File: config.mk
export PLATFORM = sky130hd
export DESIGN_NAME = stbs_ctrl
export DESIGN_NICKNAME = d
export VERILOG_FILES = /design/src/stbs_pkg.sv /design/src/stbs_ctrl.sv
export SDC_FILE = /design/constraint.sdc
export NUM_CORES = 1
export LEC_CHECK = 0
export CORE_AREA = 2 2 39 41
export DETAILED_ROUTE_END_ITERATION = 6
export DIE_AREA = 0 0 41 43
export DONT_BUFFER_PORTS = 1
export HOLD_SLACK_MARGIN = 0.06
export PLACE_DENSITY = 0.3
export SYNTH_ARGS = -nofsm -noshare
export SYNTH_HDL_FRONTEND = slang
export SYNTH_SLANG_ARGS = --single-unit
File: constraint.sdc
create_clock -name clk -period 3.5 [get_ports clk]
set_clock_uncertainty 0.2 [all_clocks]
set_input_delay 0.175 -clock clk [delete_from_list [all_inputs] [get_ports clk]]
set_output_delay 0.175 -clock clk [all_outputs]
set_load 0.05 [all_outputs]
File: src/stbs_pkg.sv
// Shared types and constants for the sorted table binary search block.
`default_nettype none

package stbs_pkg;

  // Default table depth and fixed field widths.
  localparam int TABLE_DEPTH_DEF = 256;
  localparam int DATA_W          = 32;
  localparam int SLOT_W          = 8;
  localparam int COUNT_W         = 9;
  localparam int POSITION_W      = 8;
  localparam int S_TDATA_W       = 40;
  localparam int M_TDATA_W       = 8;

  // Request kind carried on the input tuser.
  typedef enum logic {
    CMD_WRITE  = 1'b0,
    CMD_SEARCH = 1'b1
  } command_t;

  // Controller states.
  typedef enum logic [1:0] {
    ST_IDLE,
    ST_PROBE,
    ST_COMPARE,
    ST_DONE
  } state_t;

  // Commands from the controller to the datapath.
  typedef struct packed {
    logic write;     // store the accepted value into its slot
    logic start;     // latch key and open the full search range
    logic probe;     // compute mid and issue the table read
    logic step;      // compare read data and narrow the range
    logic load_out;  // move the search result into the output register
  } ctrl_cmd_t;

  // Status from the datapath to the controller.
  typedef struct packed {
    logic range_empty;  // low has reached the exclusive upper bound
    logic hit;          // read data equals the key
  } dp_status_t;

endpackage

`default_nettype wire

File: src/stbs_ctrl.sv
// Controller: sequences writes, search probes and result hand-off.
`default_nettype none

module stbs_ctrl
  import stbs_pkg::*;
(
  input  wire logic       clk,
  input  wire logic       rst,
  input  wire logic       s_tvalid,
  output logic            s_tready,
  input  wire logic [0:0] s_tuser,
  output logic            m_tvalid,
  input  wire logic       m_tready,
  input  wire dp_status_t status,
  output ctrl_cmd_t       cmd
);

  state_t state;
  state_t state_next;
  logic   m_tvalid_next;
  logic   is_search;

  assign is_search = command_t'(s_tuser) == CMD_SEARCH;

  // Next-state logic.
  always_comb begin
    state_next = state;
    case (state)
      ST_IDLE: begin
        if (s_tvalid && is_search) begin
          state_next = ST_PROBE;
        end
      end
      ST_PROBE: begin
        state_next = status.range_empty ? ST_DONE : ST_COMPARE;
      end
      ST_COMPARE: begin
        state_next = status.hit ? ST_DONE : ST_PROBE;
      end
      ST_DONE: begin
        if (!m_tvalid || m_tready) begin
          state_next = ST_IDLE;
        end
      end
      default: state_next = ST_IDLE;
    endcase
  end

  // Output decode.
  always_comb begin
    s_tready = 1'b0;
    cmd      = '0;
    case (state)
      ST_IDLE: begin
        s_tready  = 1'b1;
        cmd.write = s_tvalid && !is_search;
        cmd.start = s_tvalid && is_search;
      end
      ST_PROBE: begin
        cmd.probe = !status.range_empty;
      end
      ST_COMPARE: begin
        cmd.step = 1'b1;
      end
      ST_DONE: begin
        cmd.load_out = !m_tvalid || m_tready;
      end
      default: begin
        s_tready = 1'b0;
      end
    endcase
  end

  // Output valid holds until the result request is taken.
  always_comb begin
    if (cmd.load_out) begin
      m_tvalid_next = 1'b1;
    end else if (m_tready) begin
      m_tvalid_next = 1'b0;
    end else begin
      m_tvalid_next = m_tvalid;
    end
  end

  always_ff @(posedge clk) begin
    if (rst) begin
      state    <= ST_IDLE;
      m_tvalid <= 1'b0;
    end else begin
      state    <= state_next;
      m_tvalid <= m_tvalid_next;
    end
  end

endmodule

`default_nettype wire

==> results of run 1 <==
[layer usage]
metal / vias up / track usage / wire length (um)
li1: 84 / - / -
met1: 77 / 0.0737 / 233
met2: 16 / 0.0781 / 197
met3: 0 / 0.0576 / 96
met4: 0 / 0.0400 / 0
met5: - / 0 / 0
[cell type report]
class	instances	area share
Timing Repair Buffer	6	0.204
Tap cell	16	0.0741
Multi-Input combinational cell	14	0.403
Sequential cell	3	0.222
Clock buffer	4	0.0972
[worst max-delay path, cell delays in order (launching register included)]
cell,delay (ps)
dfxtp_1,460
nor3b_2,810
a2111oi_2,100
dlygate4sd3_1,600
[metrics by stage]
step                       util  cells  area, um^2  setup WS, ps
after floorplan               -     18         170          1080
after global placement    0.147     35         204          1800
after detailed placement  0.147     35         204          1760
after CTS                 0.195     43         270          1210
after global routing      0.195     43         270          1100
final                     0.195     43         270          1220
[registers in the layout, summed over array words and instances, names as in the netlist]
register / cells
m_tvalid: 1
state: 2
[cell families (layout without fill, tap and decap cells)]
kind of cell           count (synthesis)  count (layout)  synth area share
AO/OA/AOI/OAI                          5               5             0.235
AND/OR/NAND/NOR                        9               9             0.368
flip-flops                             3               3             0.353
buffers and inverters                  1              10            0.0441
[how the worst max path moves through the flow]
stage | start | to | slack, ps | depth (start not counted)
2_1_floorplan | state[1]$_SDFFE_PP0P_ | cmd[4] | 1080 | 1
3_3_place_gp | state[0]$_SDFFE_PP0P_ | state[0]$_SDFFE_PP0P_ | 1800 | 2
3_5_place_dp | state[0]$_SDFFE_PP0P_ | state[0]$_SDFFE_PP0P_ | 1760 | 2
4_1_cts | state[0]$_SDFFE_PP0P_ | state[0]$_SDFFE_PP0P_ | 1210 | 3
5_1_grt | state[0]$_SDFFE_PP0P_ | state[0]$_SDFFE_PP0P_ | 1100 | 3
6_report | state[0]$_SDFFE_PP0P_ | state[0]$_SDFFE_PP0P_ | 1220 | 3
[layout by cell type, fill, tap and decap left out, types with 2 or more instances in the layout]
master / synthesis / final
a21oi_1: 2 / 2
a211oi_1: 2 / 2
dlygate4sd3_1: 0 / 4
buf_4: 1 / 2
clkbuf_4: 0 / 3
dfxtp_1: 3 / 3
[timing repair]
| item | CTS | global route |
|---|---|---|
| hold buffers | 4 | 0 |
| hold endpoints to repair | 3 | 0 |
| setup endpoints to repair | 0 | 0 |
[synthesized netlist by cell type, drive strengths merged]
cell type  number  share of area
nor2b           1          0.037
nand2           1          0.022
and3            1          0.037
nor4b           1          0.051
nand2b          1          0.037
nor2            1          0.022
buf             1          0.044
dfxtp           3           0.35
a21oi           2          0.059
and2            2          0.088
a211oi          2          0.088
a2111oi         1          0.088
nor3b           1          0.074
[power by group through the flow]
| stage | registers [uW] | logic (uW) | clock network [uW] |
|---|---|---|---|
| 6_report | 43.9 | 44.6 | 65.1 |
| 5_1_grt | 44.8 | 46.1 | 69.6 |
| 4_1_cts | 44.0 | 44.3 | 67.9 |
| 3_5_place_dp | 44.5 | 39.1 | 0 |
| 3_3_place_gp | 44.2 | 39.0 | 0 |
| 2_1_floorplan | 42.8 | 33.5 | 0 |
==> summary.md, run 1 <==
| Metric | Value |
|---|---|
| Post-synth cell types | 14 |
| Switching share of power | 0.382 |
| GPL Wtd Cong | 0.590 |
| Max cap viols | 0 |
| Post-layout min period | 2280 ps |
| Synth Warn # | 0 |
| Int Power | 94.9 uW |
| Reg-to-Reg Start | state[0]$_SDFFE_PP0P_ |
| Hold WS | 263 ps |
| Area of the multi-input gates | 109 um^2 |
| Run status | completed |
| Max Clk Rate | 438 MHz |
| Unrepaired setup endpoints after global routing | false |
| Routed wire length | 527 um |
| Startpoint type of the worst setup path | register |
| Seq. cell area | 60.1 um^2 |
| Routed Antenna Nets | 0 |
| # diodes | 0 |
| Final setup violation count | 0 |
| H-tree levels | 1 |
| FP Rows | 14 |
| Hold path endpoint | cmd[2] |
| Clock share of power | 0.424 |
| Mapped Area | 170 um^2 |
| Power Total | 154 uW |
| Final #Nets | 35 |
| Pins over their slew limit | 0 |
| Clk_lat worst skew | 240 ps |
| Slew margin rel. | 0.381 |
| Die ar. | 1760 um^2 |
| Worst reg2reg endpoint | state[0]$_SDFFE_PP0P_ |
| Fin. Hold Viols | 0 |
| Global-route wire length before repair | 724 um |
| Area grow syn2layout | 58.8% |
| Leak Pwr | 0.0000994 uW |
| Crit Path Max Fanout | 8 |
| Sequential share of the synthesized area | 0.353 |
| Fraction of layout cells with a size suffix above 1 | 0.333 |
| Pwr Density | 568 nW/um^2 |
| Setup Buffers After CTS | 0 |
| Gr usage total | 0.0652 |
| Initial antenna violation count | 0 |
| DP HPWL | 355 um |
| Nets in the synthesized netlist | 25 |
| Yosys reg bits | 3 |
| Peak supply drop | 0.127 mV |
| I/O pin count | 14 |
| Pin count of the biggest net entering global routing | 9 |
| Syn Inst Count | 18 |
| Hold Path Depth | 1 |
| Die height | 43 um |
| Syn avg cell area | 9.45 um^2 |
| Clk buf depth | 2 |
| Worst Setup End Kind | register |
| DR vias/cell | 4.12 |
| Vias in the first global route | 183 |
| Worst EP arrival | 2200 ps |
| Iter 0 DRT Violations | 2 |
| Clock root buffer | clkbuf_4 |
| TritonRoute pass-1 iters | 2 |
| Reg2Reg Depth | 3 |
| Slew @ Worst Pin | 925 ps |
| IO buf count | 0 |
| Hold Crit Start | status[1] |
| Starting Density | 0.123 |
| Flop2flop setup slack | 1220 ps |
| Sum Neg Setup Slack | 0 ps |
| CTS tree | built |
| Grt ovf | 0 |
| Clock slew at reported path FFs | 40 ps |
| Sequential power share | 0.286 |
| # resized after CTS | 0 |
| Total CTS buffers | 3 |
| CP Class | register to register |
| Clock sinks | 3 |
| HP Class | input port to output pin |
| Core box area | 1380 um^2 |
| # fillers | 156 |
| Drt drc | 0 |
| Die W | 41 um |
| Worst Path Required | 3420 ps |
| Routed WL per cell | 12.3 um |
| Total vias in the final route | 177 |
| Comb pwr share | 0.290 |
| Post-route clock period utilization | 0.652 |
| Net Sw Power | 58.7 uW |
(Power assumes the default switching activity.)
==> inputs of run 2 (changes only) <==
==> constraint.sdc (replaced) <==
create_clock -name clk -period 2.1 [get_ports clk]
set_clock_uncertainty 0.2 [all_clocks]
set_input_delay 0.105 -clock clk [delete_from_list [all_inputs] [get_ports clk]]
set_output_delay 0.105 -clock clk [all_outputs]
set_load 0.05 [all_outputs]
==> run 2 against run 1 <==
  * Critical path depth increased by 1
  * Cell count grew 12%
  * Count of clock-buffer cells in the layout unchanged
  * Die area is the same
  * Sequential cell count did not move
  * Largest power group unchanged
  * Power up 71%
==> summary.md, run 2 (synthesis gave the netlist of run 1 again) <==
| Metric | Value |
|---|---|
| Run status | completed |
| CP bufs+invs | 2 |
| Placed cell count | 39 |
| Drt drc | 0 |
| Final #Nets | 40 |
| DR vias/cell | 4.00 |
| Top Registers | state x2, m_tvalid x1 |
| Clk_lat worst skew | 230 ps |
| Max cap viols | 0 |
| Worst Setup End Kind | register |
| Unrepaired setup endpoints after global routing | false |
| Commonest cells after routing, fill and taps aside | dlygate4sd3_1, buf_4, clkbuf_4, dfxtp_1 |
| Max reg flops | 2 |
| HP Class | input port to output pin |
| Clk buf depth | 2 |
| Initial antenna violation count | 0 |
| Power Total | 262 uW |
| Startpoint type of the worst setup path | register |
| Sum Neg Setup Slack | 0 ps |
| FP Rows | 14 |
| Top cell family by delay on the critical path | buffers and inverters |
| DP HPWL | 371 um |
| Routed Antenna Nets | 0 |
| Slew @ Worst Pin | 496 ps |
| Pwr Density | 812 nW/um^2 |
| Largest Register | state |
| Global-route wire length before repair | 738 um |
| Die ar. | 1760 um^2 |
| Slowest CP cell | dlygate4sd3_1 |
| Die W | 41 um |
| Clock sinks | 3 |
| Leak Pwr | 0.000130 uW |
| Crit Path Max Fanout | 8 |
| Starting Density | 0.123 |
| Critical path cell sequence | nor3b_2, buf_4, a2111oi_2, dlygate4sd3_1 |
| Grt ovf | 0 |
| # diodes | 0 |
| Pins over their slew limit | 0 |
| Gr usage total | 0.0641 |
| Max Clk Rate | 512 MHz |
| H-tree levels | 1 |
| TritonRoute pass-1 iters | 2 |
| Worst Path Required | 2070 ps |
| Post-layout min period | 1950 ps |
| Pin count of the biggest net entering global routing | 9 |
| CTS tree | built |
| Vias in the first global route | 212 |
| IO buf count | 0 |
| Total vias in the final route | 192 |
| Worst EP arrival | 1920 ps |
| Total CTS buffers | 3 |
| Slew margin rel. | 0.671 |
| Clock slew at reported path FFs | 40 ps |
| CP Class | register to register |
| Clock root buffer | clkbuf_4 |
| Routed wire length | 487 um |
| I/O pin count | 14 |
| Post-route insts no fill | 48 |
| Iter 0 DRT Violations | 4 |
| Final setup violation count | 0 |
| # resized after CTS | 0 |
| Area grow syn2layout | 89.7% |
| GPL Wtd Cong | 0.531 |
| Peak supply drop | 0.214 mV |
| Post-place setup slack | 653 ps |
| Routed WL per cell | 10.1 um |
| Post-route clock period utilization | 0.930 |
| Die height | 43 um |
| CP peak stage delay | 590 ps |
| Worst setup margin | 147 ps |
| Core box area | 1380 um^2 |
| Fraction of layout cells with a size suffix above 1 | 0.406 |
| Fin. Hold Viols | 0 |
-- run 2: cell types whose count changed in the layout (fill, tap and decap cells not counted), sizes merged --
cell | before | now
buf | 2 | 6
dlygate4sd3 | 4 | 5
-- run 2: path summary, 6_finish.rpt --
check	start	to	slack, ps	depth (start not counted)
min	s_tuser	cmd[4]	210	2
max	state[1]$_SDFFE_PP0P_	state[0]$_SDFFE_PP0P_	150	4
min reg2reg	state[0]$_SDFFE_PP0P_	m_tvalid$_SDFFE_PP0P_	400	2
max reg2reg	state[1]$_SDFFE_PP0P_	state[0]$_SDFFE_PP0P_	150	4
-- run 2: repair_timing --
item                                   CTS  global route
hold buffers                             5             0
endpoints found under the hold margin    3             0
buffers inserted                         0             0
-- run 2: cell type report --
type / instances / area [um^2]
fillers: 152 / 1060
multi-input cells: 14 / 109
repair buffers: 11 / 108
flip-flops and latches: 3 / 60.1
clock buffers: 4 / 26.3
well taps: 16 / 20.0
-- run 2: power breakdown --
part	total (uW)	internal (uW)	switching, uW
clock network	99.4	71.1	28.3
logic	90.9	36.6	54.2
registers	72.0	62.1	9.89
total	262	170	92.4
-- run 2: metrics by stage --
step / hold slack (ps) / instance area (um^2) / util
3_3_place_gp: -24.8 / 246 / 0.178
6_report: 213 / 323 / 0.233
3_5_place_dp: -24.5 / 246 / 0.178
2_1_floorplan: -26.1 / 176 / -
4_1_cts: 214 / 323 / 0.233
5_1_grt: 219 / 323 / 0.233
-- run 2: metal layers --
| metal | vias to the layer above | global-route usage | wire length (um) |
|---|---|---|---|
| met5 | - | 0 | 0 |
| met4 | 0 | 0.0800 | 0 |
| met3 | 0 | 0.0105 | 61 |
| met2 | 12 | 0.0781 | 213 |
| met1 | 86 | 0.0799 | 212 |
| li1 | 94 | - | - |
-- run 2: worst register-to-register path, delay by kind of cell, from the launching register on --
kind,cells,cell delay [ps]
buffers and inverters,2,790
flip-flops,1,490
AO/OA/AOI/OAI,1,330
AND/OR/NAND/NOR,1,80
